[src/hdl/wsfr_pkg.sv]
`timescale 1ns / 1ps

package wsfr_pkg;

   // Parse phases.
   localparam logic [2:0] PH_HDR0    = 3'd0;
   localparam logic [2:0] PH_HDR1    = 3'd1;
   localparam logic [2:0] PH_EXT16   = 3'd2;
   localparam logic [2:0] PH_EXT64   = 3'd3;
   localparam logic [2:0] PH_PAYLOAD = 3'd4;

   // Result kinds.
   localparam logic [2:0] KIND_TEXT       = 3'd0;
   localparam logic [2:0] KIND_PING       = 3'd1;
   localparam logic [2:0] KIND_MSG_END    = 3'd2;
   localparam logic [2:0] KIND_EMPTY_PING = 3'd3;
   localparam logic [2:0] KIND_CLOSED     = 3'd4;
   localparam logic [2:0] KIND_ERROR      = 3'd5;

   // Frame opcodes.
   localparam logic [3:0] OP_CONT       = 4'h0;
   localparam logic [3:0] OP_TEXT       = 4'h1;
   localparam logic [3:0] OP_BIN        = 4'h2;
   localparam logic [3:0] OP_CONN_CLOSE = 4'h8;
   localparam logic [3:0] OP_PING       = 4'h9;
   localparam logic [3:0] OP_PONG       = 4'hA;

   // Length codes of the second header byte.
   localparam logic [6:0] LEN_EXT16 = 7'd126;
   localparam logic [6:0] LEN_EXT64 = 7'd127;

   // Header sizes in bytes.
   localparam logic [3:0] HDR_LEN_SHORT = 4'd2;
   localparam logic [3:0] HDR_LEN_16    = 4'd4;
   localparam logic [3:0] HDR_LEN_64    = 4'd10;

   // Control register indexes and reset values.
   localparam logic CSR_FRAME_LIMIT      = 1'b0;
   localparam logic CSR_MESSAGE_CAPACITY = 1'b1;
   localparam logic [31:0] FRAME_LIMIT_RESET      = 32'd4096;
   localparam logic [31:0] MESSAGE_CAPACITY_RESET = 32'd4096;

   typedef struct packed {
      logic [2:0]  parse_phase;
      logic [3:0]  ext_length_index;
      logic        final_flag;
      logic [3:0]  frame_opcode;
      logic [31:0] payload_length;
      logic [31:0] payload_count;
      logic [31:0] message_total;
      logic        halted;
   } parse_state_type;

   typedef struct packed {
      logic [2:0]  kind;
      logic [7:0]  data_byte;
      logic        last;
      logic [31:0] message_length;
   } result_type;

endpackage

[src/hdl/wsfr_step.sv]
`timescale 1ns / 1ps

module wsfr_step
   import wsfr_pkg::*;
(
   input  parse_state_type state_cur,
   input  logic [7:0]      rx_byte,
   input  logic [31:0]     frame_limit,
   input  logic [31:0]     message_capacity,
   output parse_state_type state_in,
   output logic            emit,
   output result_type      result
);

   logic [6:0]  len7;
   logic [3:0]  idx_inc;
   logic [31:0] count_inc;
   logic        payload_end;
   logic        hdr_done;
   logic [3:0]  hdr_len;
   logic        too_big;
   logic        over_capacity;

   assign len7      = rx_byte[6:0];
   assign idx_inc   = state_cur.ext_length_index + 4'd1;
   assign count_inc = state_cur.payload_count + 32'd1;
   assign payload_end = (count_inc >= state_cur.payload_length);

   always_comb begin
      state_in = state_cur;
      emit     = 1'b0;
      result   = '0;
      hdr_done = 1'b0;
      hdr_len  = HDR_LEN_SHORT;
      too_big  = 1'b0;
      over_capacity = 1'b0;

      if (!state_cur.halted) begin
         unique case (state_cur.parse_phase)
            PH_HDR0: begin
               if (frame_limit < 32'd2) begin
                  emit = 1'b1;
                  result.kind = KIND_ERROR;
               end else begin
                  state_in.final_flag   = rx_byte[7];
                  state_in.frame_opcode = rx_byte[3:0];
                  state_in.parse_phase  = PH_HDR1;
               end
            end
            PH_HDR1: begin
               if (rx_byte[7]) begin
                  emit = 1'b1;
                  result.kind = KIND_ERROR;
               end else begin
                  state_in.ext_length_index = 4'd0;
                  state_in.payload_length   = 32'd0;
                  if (len7 == LEN_EXT16) begin
                     if (frame_limit < 32'd4) begin
                        emit = 1'b1;
                        result.kind = KIND_ERROR;
                     end else begin
                        state_in.parse_phase = PH_EXT16;
                     end
                  end else if (len7 == LEN_EXT64) begin
                     if (frame_limit < 32'd10) begin
                        emit = 1'b1;
                        result.kind = KIND_ERROR;
                     end else begin
                        state_in.parse_phase = PH_EXT64;
                     end
                  end else begin
                     state_in.payload_length = {25'd0, len7};
                     hdr_done = 1'b1;
                     hdr_len  = HDR_LEN_SHORT;
                  end
               end
            end
            PH_EXT16: begin
               state_in.payload_length   = {16'd0, state_cur.payload_length[7:0], rx_byte};
               state_in.ext_length_index = idx_inc;
               if (idx_inc >= 4'd2) begin
                  hdr_done = 1'b1;
                  hdr_len  = HDR_LEN_16;
               end
            end
            PH_EXT64: begin
               // The upper four length bytes must all be zero.
               if (state_cur.ext_length_index < 4'd4 && rx_byte != 8'd0) begin
                  emit = 1'b1;
                  result.kind = KIND_ERROR;
               end else begin
                  if (state_cur.ext_length_index >= 4'd4) begin
                     state_in.payload_length = {state_cur.payload_length[23:0], rx_byte};
                  end
                  state_in.ext_length_index = idx_inc;
                  if (idx_inc >= 4'd8) begin
                     hdr_done = 1'b1;
                     hdr_len  = HDR_LEN_64;
                  end
               end
            end
            PH_PAYLOAD: begin
               state_in.payload_count = count_inc;
               if (payload_end) begin
                  state_in.parse_phase = PH_HDR0;
               end
               case (state_cur.frame_opcode) inside
                  OP_CONT, OP_TEXT: begin
                     emit = 1'b1;
                     result.kind           = KIND_TEXT;
                     result.data_byte      = rx_byte;
                     result.message_length = state_cur.message_total + 32'd1;
                     if (payload_end && state_cur.final_flag) begin
                        result.last            = 1'b1;
                        state_in.message_total = 32'd0;
                     end else begin
                        state_in.message_total = state_cur.message_total + 32'd1;
                     end
                  end
                  OP_PING: begin
                     emit = 1'b1;
                     result.kind      = KIND_PING;
                     result.data_byte = rx_byte;
                     result.last      = payload_end;
                  end
                  OP_CONN_CLOSE: begin
                     if (payload_end) begin
                        emit = 1'b1;
                        result.kind = KIND_CLOSED;
                     end
                  end
                  default: begin
                  end
               endcase
            end
            default: begin
               state_in.parse_phase = PH_HDR0;
            end
         endcase

         // Checks made once the whole header is in.
         if (hdr_done) begin
            state_in.payload_count = 32'd0;
            too_big = ({29'd0, hdr_len} + {1'b0, state_in.payload_length})
                      > {1'b0, frame_limit};
            over_capacity = ({1'b0, state_cur.message_total}
                             + {1'b0, state_in.payload_length})
                            >= {1'b0, message_capacity};
            if (too_big) begin
               emit = 1'b1;
               result.kind = KIND_ERROR;
            end else begin
               state_in.parse_phase = PH_PAYLOAD;
               case (state_cur.frame_opcode) inside
                  OP_CONT, OP_TEXT: begin
                     if (over_capacity) begin
                        emit = 1'b1;
                        result.kind = KIND_ERROR;
                     end else if (state_in.payload_length == 32'd0) begin
                        state_in.parse_phase = PH_HDR0;
                        if (state_cur.final_flag) begin
                           emit = 1'b1;
                           result.kind            = KIND_MSG_END;
                           result.last            = 1'b1;
                           result.message_length  = state_cur.message_total;
                           state_in.message_total = 32'd0;
                        end
                     end
                  end
                  OP_PING: begin
                     if (state_in.payload_length == 32'd0) begin
                        state_in.parse_phase = PH_HDR0;
                        emit = 1'b1;
                        result.kind = KIND_EMPTY_PING;
                        result.last = 1'b1;
                     end
                  end
                  OP_CONN_CLOSE: begin
                     if (state_in.payload_length == 32'd0) begin
                        state_in.parse_phase = state_cur.parse_phase;
                        emit = 1'b1;
                        result.kind = KIND_CLOSED;
                     end
                  end
                  OP_BIN, OP_PONG: begin
                     if (state_in.payload_length == 32'd0) begin
                        state_in.parse_phase = PH_HDR0;
                     end
                  end
                  default: begin
                     emit = 1'b1;
                     result.kind = KIND_ERROR;
                  end
               endcase
            end
         end

         // A close or an error stops the parser until reset.
         if (emit && (result.kind == KIND_CLOSED || result.kind == KIND_ERROR)) begin
            state_in.halted = 1'b1;
         end
      end
   end

endmodule

[src/hdl/websocket_frame_receiver_core.sv]
`timescale 1ns / 1ps

// WebSocket frame receiver core, receive side of a client.
// The req channel carries one received stream byte per word; the rsp channel
// returns zero or one result word per byte: a text payload byte, a ping
// payload byte, an empty message end, an empty ping, closed, or error.
// Both channels use valid/stall; a word moves at a clock edge where valid is
// high and stall is low. The csr port writes frame_limit (index 0) and
// message_capacity (index 1); write it only while the core is idle.
// Each byte is parsed in the cycle it is accepted and its result lands in
// the rsp output register, so a result is visible in the cycle after its byte.
// Throughput is one byte per clock unless a held result stalls, set by the
// single output register: a byte is taken whenever it is empty or draining.
// When the downstream side stalls with a result held, req_stall rises and
// the core holds both its state and the held result word.
// A synchronous reset returns the parser to the first header byte, clears
// the message total and the halted flag, and loads both limits with 4096.
// After a close or an error is reported the core drops every further byte
// silently until the next reset.

module websocket_frame_receiver_core
   import wsfr_pkg::*;
(
   input  logic        clock,
   input  logic        reset,
   // Received byte stream.
   input  logic        req_valid,
   output logic        req_stall,
   input  logic [7:0]  req_rx_byte,
   // Parse results.
   output logic        rsp_valid,
   input  logic        rsp_stall,
   output logic [2:0]  rsp_kind,
   output logic [7:0]  rsp_data_byte,
   output logic        rsp_last,
   output logic [31:0] rsp_message_length,
   // Control register writes.
   input  logic        csr_write,
   input  logic        csr_index,
   input  logic [31:0] csr_data
);

   parse_state_type state_ff;
   parse_state_type state_in;
   logic [31:0]     frame_limit_ff;
   logic [31:0]     message_capacity_ff;
   logic            rsp_valid_ff;
   result_type      rsp_ff;
   result_type      result;
   logic            emit;
   logic            req_accept;

   // The input side only waits when a result is held and the sink stalls.
   assign req_stall  = rsp_valid_ff & rsp_stall;
   assign req_accept = req_valid & ~req_stall;

   wsfr_step u_step (
      .state_cur        (state_ff),
      .rx_byte          (req_rx_byte),
      .frame_limit      (frame_limit_ff),
      .message_capacity (message_capacity_ff),
      .state_in         (state_in),
      .emit             (emit),
      .result           (result)
   );

   // Parser state advances only on an accepted byte.
   always_ff @(posedge clock) begin
      if (reset) begin
         state_ff.parse_phase      <= PH_HDR0;
         state_ff.ext_length_index <= 4'd0;
         state_ff.final_flag       <= 1'b0;
         state_ff.frame_opcode     <= OP_CONT;
         state_ff.payload_length   <= 32'd0;
         state_ff.payload_count    <= 32'd0;
         state_ff.message_total    <= 32'd0;
         state_ff.halted           <= 1'b0;
      end else if (req_accept) begin
         state_ff <= state_in;
      end
   end

   // Control registers.
   always_ff @(posedge clock) begin
      if (reset) begin
         frame_limit_ff      <= FRAME_LIMIT_RESET;
         message_capacity_ff <= MESSAGE_CAPACITY_RESET;
      end else if (csr_write) begin
         unique case (csr_index)
            CSR_FRAME_LIMIT:      frame_limit_ff      <= csr_data;
            CSR_MESSAGE_CAPACITY: message_capacity_ff <= csr_data;
            default: begin
            end
         endcase
      end
   end

   // Output register: refilled by an accepted byte, emptied when taken.
   always_ff @(posedge clock) begin
      if (reset) begin
         rsp_valid_ff <= 1'b0;
      end else if (req_accept) begin
         rsp_valid_ff <= emit;
      end else if (!rsp_stall) begin
         rsp_valid_ff <= 1'b0;
      end
   end

   always_ff @(posedge clock) begin
      if (req_accept && emit) begin
         rsp_ff <= result;
      end
   end

   assign rsp_valid          = rsp_valid_ff;
   assign rsp_kind           = rsp_ff.kind;
   assign rsp_data_byte      = rsp_ff.data_byte;
   assign rsp_last           = rsp_ff.last;
   assign rsp_message_length = rsp_ff.message_length;

endmodule

[config.mk]
export PLATFORM = sky130hd
export DESIGN_NAME = websocket_frame_receiver_core
export DESIGN_NICKNAME = d
export VERILOG_FILES = /design/src/hdl/wsfr_pkg.sv /design/src/hdl/wsfr_step.sv /design/src/hdl/websocket_frame_receiver_core.sv
export SDC_FILE = /design/constraint.sdc
export NUM_CORES = 1
export LEC_CHECK = 0
export ABC_AREA = 1
export BUFFER_PORTS_ARGS = -buffer_cell sky130_fd_sc_hd__buf_4
export CAP_MARGIN = 40
export CORE_MARGIN = 3
export CORE_UTILIZATION = 62
export DETAILED_ROUTE_END_ITERATION = 7
export GPL_ROUTABILITY_DRIVEN = 0
export GPL_TIMING_DRIVEN = 0
export PLACE_DENSITY = 0.82
export SYNTH_ARGS = -nofsm -noshare
export SYNTH_HDL_FRONTEND = slang
export SYNTH_SLANG_ARGS = --single-unit
[constraint.sdc]
create_clock -name clock -period 17.7 [get_ports clock]
set_input_delay 2.655 -clock clock [delete_from_list [all_inputs] [get_ports clock]]
set_output_delay 2.655 -clock clock [all_outputs]
set_load 0.005 [all_outputs]
==> impl_metrics.csv <==
group,metric,value,unit
global_route,track_usage,0.325,
global_route,grt-ovfl-total,0,
layout,layout.nets,2651,
placed_design,dp_hpwl,37.8,mm
yosys,synth-adder-area-share,0.108,
outcome,status,"finished, final reports clean",
die,io_pins,92,
yosys,synth_top_flop_cell,"dfxtp_1",
critical_path,cp_slowest_cell,"inv_1",
yosys,ys_types,53,
yosys,synthMuxAreaShare,0,
yosys,synth_compound_area_frac,0.184,
detailed_routing,dr_total_vias,16400,
yosys,ys_seq_elements,218,
global_route,grt_pass1_vias,14900,
pwr,internal_power,0.990,mW
global_route,antenna_found_initial,1,
cts,cts_repair_resize_count,0,
detailed_routing,wl_per_cell,17.0,um
detailed_routing,vias_per_cell,5.83,
critical_path,start_kind,"input pin",
global_route,grt_max_degree,28,
timing,hold_ws,0.461,ns
layout,final_util,0.709,
cts,path_clk_slew,0.06,ns
die,initial_core_util,0.634,
critical_path,crit_path_max_incr_delay,0.62,ns
critical_path,critPathCaptureType,"register",
flow_run,cap_violations,0,
yosys,synth_edf_count,44,
layout,insertedDiodeCount,0,
critical_path,critPathRequiredTime,17.94,ns
pwr,pwr-share-comb,0.306,
die,core_area,0.0253,mm^2
pwr,p_seq_frac,0.369,
yosys,synth-xor-area-share,0.0562,
placed_design,io_buffers,90,
cts,cts_tree,"built",
yosys,synth_area_per_cell,6.83,um^2
detailed_routing,drc,0,
timing,finalClockSkew,0.0228,ns
pwr,leakage,8.17,nW
yosys,synth_top_family_by_area,"simple AND/OR/NAND/NOR gates",
yosys,postSynthNetCount,2534,
die,die_area,0.0279,mm^2
timing,relSlewSlack,0.398,
yosys,netlist_instances,2350,
critical_path,path_max_fanout,27,
cts,cts_sinks,218,
detailed_routing,ant_nets,0,
placed_design,dpl_cell_area,0.0172,mm^2
yosys,yosysSeqAreaShare,0.299,
timing,slew_viol_final,0,
pwr,clockPowerShare,0.325,
layout,drive_gt1_frac,0.0801,
timing,fin_tns_setup,0,ns
timing,finalCritPeriodShare,0.523,
worst_hold_path,min_path_type,"register to register",
pwr,powerDensity,85.2,mW/mm^2
layout,fin_area,0.0180,mm^2
cts,clock_latency,0.54,ns
timing,rsz0062_at_grt,"no",
global_route,grt_pass1_wl,75.1,mm
yosys,synth-simple-area-share,0.248,
cts,root_buffer,"clkbuf_16",
critical_path,path_common_cell,"nand2_1",
layout,area_delta_synth_final,11.8,%
cts,clock_path_buffers,3,
pwr,p_total,1.53,mW
timing,max_freq,108,MHz
timing,hold_viol_final,0,
yosys,synthArstFlopShare,0,
pwr,switching_share,0.352,
die,die_h,167,um
pwr,p_sw,0.539,mW
critical_path,worstPathArrival,9.50,ns
critical_path,worst-setup-path-type,"input pin to register",
detailed_routing,detail_route.iter0.violations,1756,
timing,setup_viol,0,
pwr,max-vdd-ir-drop,98.5,uV
detailed_routing,wirelength,47.9,mm
die,rows,58,
timing,tightest_slew,0.900,ns
timing,period_minus_slack,9.26,ns
cts,ctsHoldBuffers,0,
cts,htree_levels,1,
yosys,synth_area,0.0161,mm^2
cts,post-cts-setup-buffer-count,0,
yosys,yosysWarnings,0,
detailed_routing,drtPass1Iterations,6,
cts,cts_buffers,24,
die,die_w,167,um
[sequential cells by signal, indices dropped and copies added (netlist names)]
name                 count
frame_limit_ff          32
message_capacity_ff     32
rsp_data_byte            8
rsp_kind                 3
rsp_last                 1
rsp_message_length      32
rsp_valid                1
state_ff               109
[worst max-delay path, delay by kind of cell]
| family | cells | cell delay, ns |
|---|---|---|
| buf+inv | 5 | 1.29 |
| fa+ha+maj | 2 | 0.69 |
| xor+xnor | 1 | 0.17 |
| simple gates | 18 | 2.69 |
| compound gates | 9 | 1.97 |
[placed cells by master, fill, tap and decap left out, drive strengths merged, types with 13 or more instances in the layout]
cell type | synthesis | routed
nor3 | 43 | 43
o21ai | 198 | 198
ha | 136 | 136
a21oi | 290 | 290
dfxtp | 174 | 174
o22ai | 13 | 13
nor4 | 17 | 17
edfxtp | 44 | 44
xnor2 | 17 | 17
a211oi | 14 | 14
buf | 20 | 111
nand3 | 133 | 133
nand4 | 37 | 37
xor2 | 86 | 86
nand2 | 482 | 482
inv | 343 | 343
nor2 | 189 | 189
clkbuf | 61 | 103
[routing by layer]
layer / global-route usage / wire length (um) / share of wire / vias up
met2: 0.547 / 21800 / 0.46 / 831
met4: 0.127 / 2200 / 0.046 / 2
met5: 0 / 13 / 0.00027 / -
met1: 0.418 / 19400 / 0.40 / 7399
met3: 0.0555 / 4480 / 0.094 / 154
li1: - / - / - / 8018
[layout make-up]
| cell class | instances | area (um^2) |
|---|---|---|
| clock inverters | 1 | 16.3 |
| clock buffers | 42 | 762 |
| well taps | 330 | 413 |
| inverters | 344 | 1290 |
| flip-flops and latches | 218 | 4800 |
| plain buffers | 81 | 378 |
| fillers | 2148 | 7370 |
| repair buffers | 91 | 703 |
| multi-input cells | 1707 | 9580 |
[through the flow]
step,worst slack (ns),std cells
after floorplan,9.63,2350
after global placement,7.94,2770
after detailed placement,8.19,2771
after CTS,8.71,2814
after global routing,8.08,2814
final,8.44,2814
[final timing paths]
check	slack (ns)	to	from	cells past startpoint
max	8.44	rsp_message_length[2]	req_rx_byte[4]	35
min	0.46	message_capacity_ff[13]	message_capacity_ff[13]	2
max reg2reg	10.06	rsp_message_length[2]	state_ff[104]	38
min reg2reg	0.46	message_capacity_ff[13]	message_capacity_ff[13]	2
[synthesized netlist by cell type, drive strengths merged (2+ instances only)]
library cell,n,area (um^2)
nor2,189,743
nand3,133,701
and2,3,18.8
o21a,5,37.5
a31oi,7,43.8
nor3,43,235
dfxtp,174,3480
clkbuf,61,229
or2,6,40.0
a211oi,14,165
nand2,482,1850
ha,136,1700
edfxtp,44,1320
a21boi,2,15.0
inv,343,1290
nor4,17,106
nand3b,3,22.5
buf,20,149
o31ai,2,15.0
nor3b,3,22.5
o22ai,13,81.3
a21oi,290,1460
o21bai,3,22.5
xnor2,17,149
xor2,86,753
o21ai,198,1010
a21o,5,37.5
nand4,37,231
o211ai,6,45.0
fa,2,40.0
[power groups by stage]
stage                     clock (mW)  sequential, mW  combinational [mW]
final                          0.496           0.564               0.468
after global routing           0.519           0.568               0.518
after CTS                      0.499           0.564               0.458
after detailed placement           0           0.575               0.453
after global placement             0           0.574               0.436
after floorplan                    0           0.573               0.310
[kinds of logic after synthesis]
group           Yosys count
simple gates            917
compound gates          549
buf+inv                 425
flops                   218
fa+ha+maj               138
xor+xnor                103
Note: power is estimated with default switching activity, not from simulation.
